File: src/hdl/abc_ram.sv
// generic single-port-write ram with registered read
`default_nettype none
module abc_ram #(
    parameter int unsigned WIDTH = 64,
    parameter int unsigned DEPTH = 64
) (
    input  wire logic                     clk,
    input  wire logic                     we,
    input  wire logic [$clog2(DEPTH)-1:0] waddr,
    input  wire logic [WIDTH-1:0]         wdata,
    input  wire logic [$clog2(DEPTH)-1:0] raddr,
    output logic      [WIDTH-1:0]         rdata
);
    logic [WIDTH-1:0] mem [DEPTH];

    // write port and registered read port
    always_ff @(posedge clk)
    begin
        if (we)
        begin
            mem[waddr] <= wdata;
        end
        rdata <= mem[raddr];
    end
endmodule
`default_nettype wire

File: config.mk
export PLATFORM = sky130hd
export DESIGN_NAME = abc_ram
export DESIGN_NICKNAME = d
export VERILOG_FILES = /design/src/hdl/abc_ram.sv
export SDC_FILE = /design/constraint.sdc
export NUM_CORES = 2
export LEC_CHECK = 0
export BUFFER_PORTS_ARGS = -buffer_cell sky130_fd_sc_hd__buf_2
export CORE_MARGIN = 5
export CORE_UTILIZATION = 40
export CTS_CLUSTER_SIZE = 40
export DETAILED_ROUTE_END_ITERATION = 16
export GPL_TIMING_DRIVEN = 1
export MAX_ROUTING_LAYER = met4
export PLACE_DENSITY = 0.68
export SLEW_MARGIN = 5
export SYNTH_ARGS = -nofsm -noshare
export SYNTH_HDL_FRONTEND = slang
export SYNTH_SLANG_ARGS = --single-unit
File: constraint.sdc
create_clock -name clk -period 6.4 [get_ports clk]
set_clock_uncertainty 0.15 [all_clocks]
set_input_delay 0.64 -clock clk [delete_from_list [all_inputs] [get_ports clk]]
set_output_delay 0.64 -clock clk [all_outputs]
set_load 0.005 [all_outputs]
* Yosys cells after proc, flatten, opt, wreduce, memory -nomap -nowiden
Memory sizes are Yosys's and may differ from the RTL's. A register that Yosys moved wholly into a read port is not among the register bits.
Index checks and enable logic that the tools add are counted.
** Storage, ports and cells
- Register bits after elaboration :: 0
- Memory bits (writable) :: 4096
- Logic and storage cells :: 3
- Memories :: 1
** Memories
- mem :: depth 64, width 64, read ports 1, clocked after memory_dff 1, wr ports 1, line 14 : logic [WIDTH-1:0] mem [DEPTH];
** Operators by class
- Multiplexer cells :: 2
** Operators with widths (count)
- two-way mux 1 bit :: 2

* Longest topological paths before layout
- Depth after elaboration :: 2
- Depth in mapped cells :: 9

* Worst setup path after synthesis
No wires, ideal clock.
- Path type :: input to register
- From :: input port waddr[3]
- To :: memory mem[48][0], enable pin
- Setup time :: 0.564 ns
- Arrival :: 5.512 ns
- Required time :: 5.686 ns
- Slack :: 0.174 ns
- Stages on the path :: 4
- Path buffers :: 1
- Cell sequence :: clkbuf_1 -> nor2b_1 -> nand4b_1 -> nor3_1
** RTL lines
- start, declared :: line 9 : input wire logic [$clog2(DEPTH)-1:0] waddr,
- end, declared :: line 14
Straight into the memory's write port.

==> summary.md <==
| Metric | Value |
|---|---|
| Final Max Tran Viols | `0` |
| CP endpoint kind | `flop` |
| Mean area per synthesized cell | `23.7 um2` |
| Total CTS buffers | `395` |
| Hold_ws | `182 ps` |
| Sum of negative setup slack | `0 ps` |
| Worst Path Arrival | `3950 ps` |
| # DRC | `0` |
| PwrDens | `315 nW/um2` |
| Max Cap Violations | `0` |
| First-pass GRT wire length | `598000 um` |
| Fin. Hold Viols | `0` |
| Highest Signal Layer | `met4` |
| Worst-margin pin slew | `1320 ps` |
| Buffers added on ports | `141` |
| Post-synthesis cell count | `6598` |
| Area of the mapped netlist | `156000 um2` |
| Slowest cell on crit path | `nor2b_4` |
| Initial Util | `40.2%` |
| Yosys warns | `0` |
| Slowest stage delay, CP | `1180 ps` |
| Final worst slack | `3040 ps` |
| Remaining antenna violation count | `0` |
| Pwr Total | `56.0 mW` |
| Fmax | `297 MHz` |
| Drt total wl | `426000 um` |
| Root Buffer | `clkbuf_16` |
| Detailed Place HPWL | `225000 um` |
| Async S/R FF share, synth | `0%` |
| Post-route minimum period | `3360 ps` |
| Grt total ovfl | `0` |
| Cell family with most CP delay | `simple AND/OR/NAND/NOR gates` |
| TritonCTS Sinks | `4160` |
| Synth Net Count | `6676` |
| VDD IR max | `0.000229 V` |
| Final Wtd Congestion | `0.808` |
| Met3 WL post-DR | `41300 um` |
| Post-synth EDFFs | `4096` |
| Register area | `124000 um2` |
| Outcome | `finished clean` |
| WL met2 | `208000 um` |
| Initial DRT Pass Iterations | `6` |
| DIE AREA | `403000 um2` |
| Standard-cell row count | `229` |
| Vias in the first global route | `76500` |
| Clock Tree Buf Depth | `4` |
| Fraction of layout cells with a size suffix above 1 | `28.2%` |
| Period utilization | `52.6%` |
| Fill cells | `31600` |
| Die Wd | `635 um` |
| Vias per cell | `6.05` |
| WP data required | `6990 ps` |
| Worst Hold Class | `in -> reg` |
| DR iter-0 viols | `10700` |
| Met1 wire length | `159000 um` |
| I/O pin count | `142` |
| Routed length per instance | `34.0 um` |
| Final Setup Violations | `0` |
| Die H | `635 um` |
| CP startpoint kind | `input pin` |
| Crit path max fanout | `77` |
| Area occupied by multi-input gates | `30800 um2` |
| RSZ-0062 raised after global routing | `no` |
| Pre-CTS WS | `2070 ps` |
| Post-cts sizing count | `0` |
| Worst-path clk slew | `60 ps` |
| Yosys cell types | `33` |
| Pin count of the biggest net entering global routing | `120` |
| H-Tree Depth | `5` |
| Post-synth top flop | `edfxtp_1` |
| Quantity of hold-fixing buffers added after cts | `0` |
| WP buf/inv | `2` |
| Sequential area share after synthesis | `79.5%` |
| Slew HR | `11.8%` |
| Synth Register Bits | `4160` |
| Crit Path Class | `in -> reg` |
| Total Nets Final | `7068` |
| Initial antenna violation count | `41` |
| Leak | `54.7 nW` |
| Worst-path cell chain | `buf_8 > nor2b_4 > buf_12 > a22oi_1 > and3_1 > a211oi_1` |
| # Post-CTS Setup Buffers | `0` |
| Final core occ | `45.6%` |
| Vias | `75900` |
| Total track usage | `21.4%` |
| Clk Latency, worst-skew pair | `930 ps` |
| CTS tree | `done` |
| Core Region | `389000 um2` |
| Area Growth Syn to Fin | `13.6%` |
-- routing by layer --
metal	GRT usage (%)	up-vias
met3	3.67	843
met5	-	-
met4	8.11	0
met2	33.6	4564
li1	-	29300
met1	28.1	41200
-- area by class of cell --
class | count | area share, %
inverters | 19 | 0.0402
flip-flops and latches | 4160 | 70.0
well taps | 5197 | 3.66
clock buffers | 532 | 6.10
multi-input cells | 2049 | 17.3
repair buffers | 365 | 1.73
diodes | 31 | 0.0437
clock inverters | 198 | 1.10
-- cell usage after synthesis, types with 11 or more instances --
cell	number	area, um2
o221ai_1	38	333
nor2b_1	28	175
nand2b_1	11	68.8
and3_1	64	400
mux4_2	1024	23100
buf_2	170	851
nor2_1	112	420
buf_1	20	75.1
or2_2	28	175
o22ai_1	83	519
nand2_1	58	218
a211oi_1	63	473
a41oi_1	26	228
clkbuf_1	140	526
dfxtp_1	64	1280
a2bb2oi_1	19	166
a22o_1	88	771
or3_1	29	181
buf_4	34	255
a31oi_1	18	113
a22oi_1	168	1260
inv_1	19	71.3
mux2i_1	135	1350
edfxtp_1	4096	123000
nand3_1	45	225
-- layout by cell type, fill, tap and decap left out, types with 28 or more instances in the layout --
cell type     n
edfxtp_1   4096
mux4_2     1024
clkbuf_16   403
buf_4       173
a22oi_1     168
buf_2       137
mux2i_1     135
clkbuf_1    103
a22o_1       88
o22ai_1      83
clkinv_2     71
nor2_4       64
and3_1       64
dfxtp_1      64
a211oi_1     63
clkinv_1     59
nand2_1      56
buf_12       53
nor2_1       47
nand3_1      45
o221ai_1     38
bufinv_16    34
diode_2      31
or3_1        29
or2_2        28
-- cell families after synthesis --
group	count (synthesis)	synth area share, %
AND/OR/NAND/NOR	386	1.24
multiplexers	1159	15.6
flip-flops	4160	79.5
buffers and inverters	389	1.18
AO/OA/AOI/OAI	504	2.48
-- registers in the layout, indices dropped and copies added (netlist names) --
register	flops
mem	4096
rdata	64
-- metrics by stage --
stage,std cells,instance area (um2)
2_1_floorplan,6598,156000
3_3_place_gp,11800,165000
3_5_place_dp,11800,165000
4_1_cts,12500,177000
5_1_grt,12500,178000
6_report,12600,178000
-- report_power, final --
group          switching, mW  internal (mW)
clock network           9.89           13.3
registers              0.152           30.2
logic                   1.59          0.936
total                   11.6           44.4
-- final timing paths --
path,end,depth (start not counted),slack [ps],from
hold reg to reg,rdata[46]$_DFF_P_,4,690,mem[36][46]$_DFFE_PP_
setup reg to reg,rdata[20]$_DFF_P_,4,3980,mem[38][20]$_DFFE_PP_
hold / removal,mem[61][48]$_DFFE_PP_,1,180,wdata[48]
setup / recovery,rdata[7]$_DFF_P_,6,3040,raddr[2]
Power figures use the tool's default switching activity.
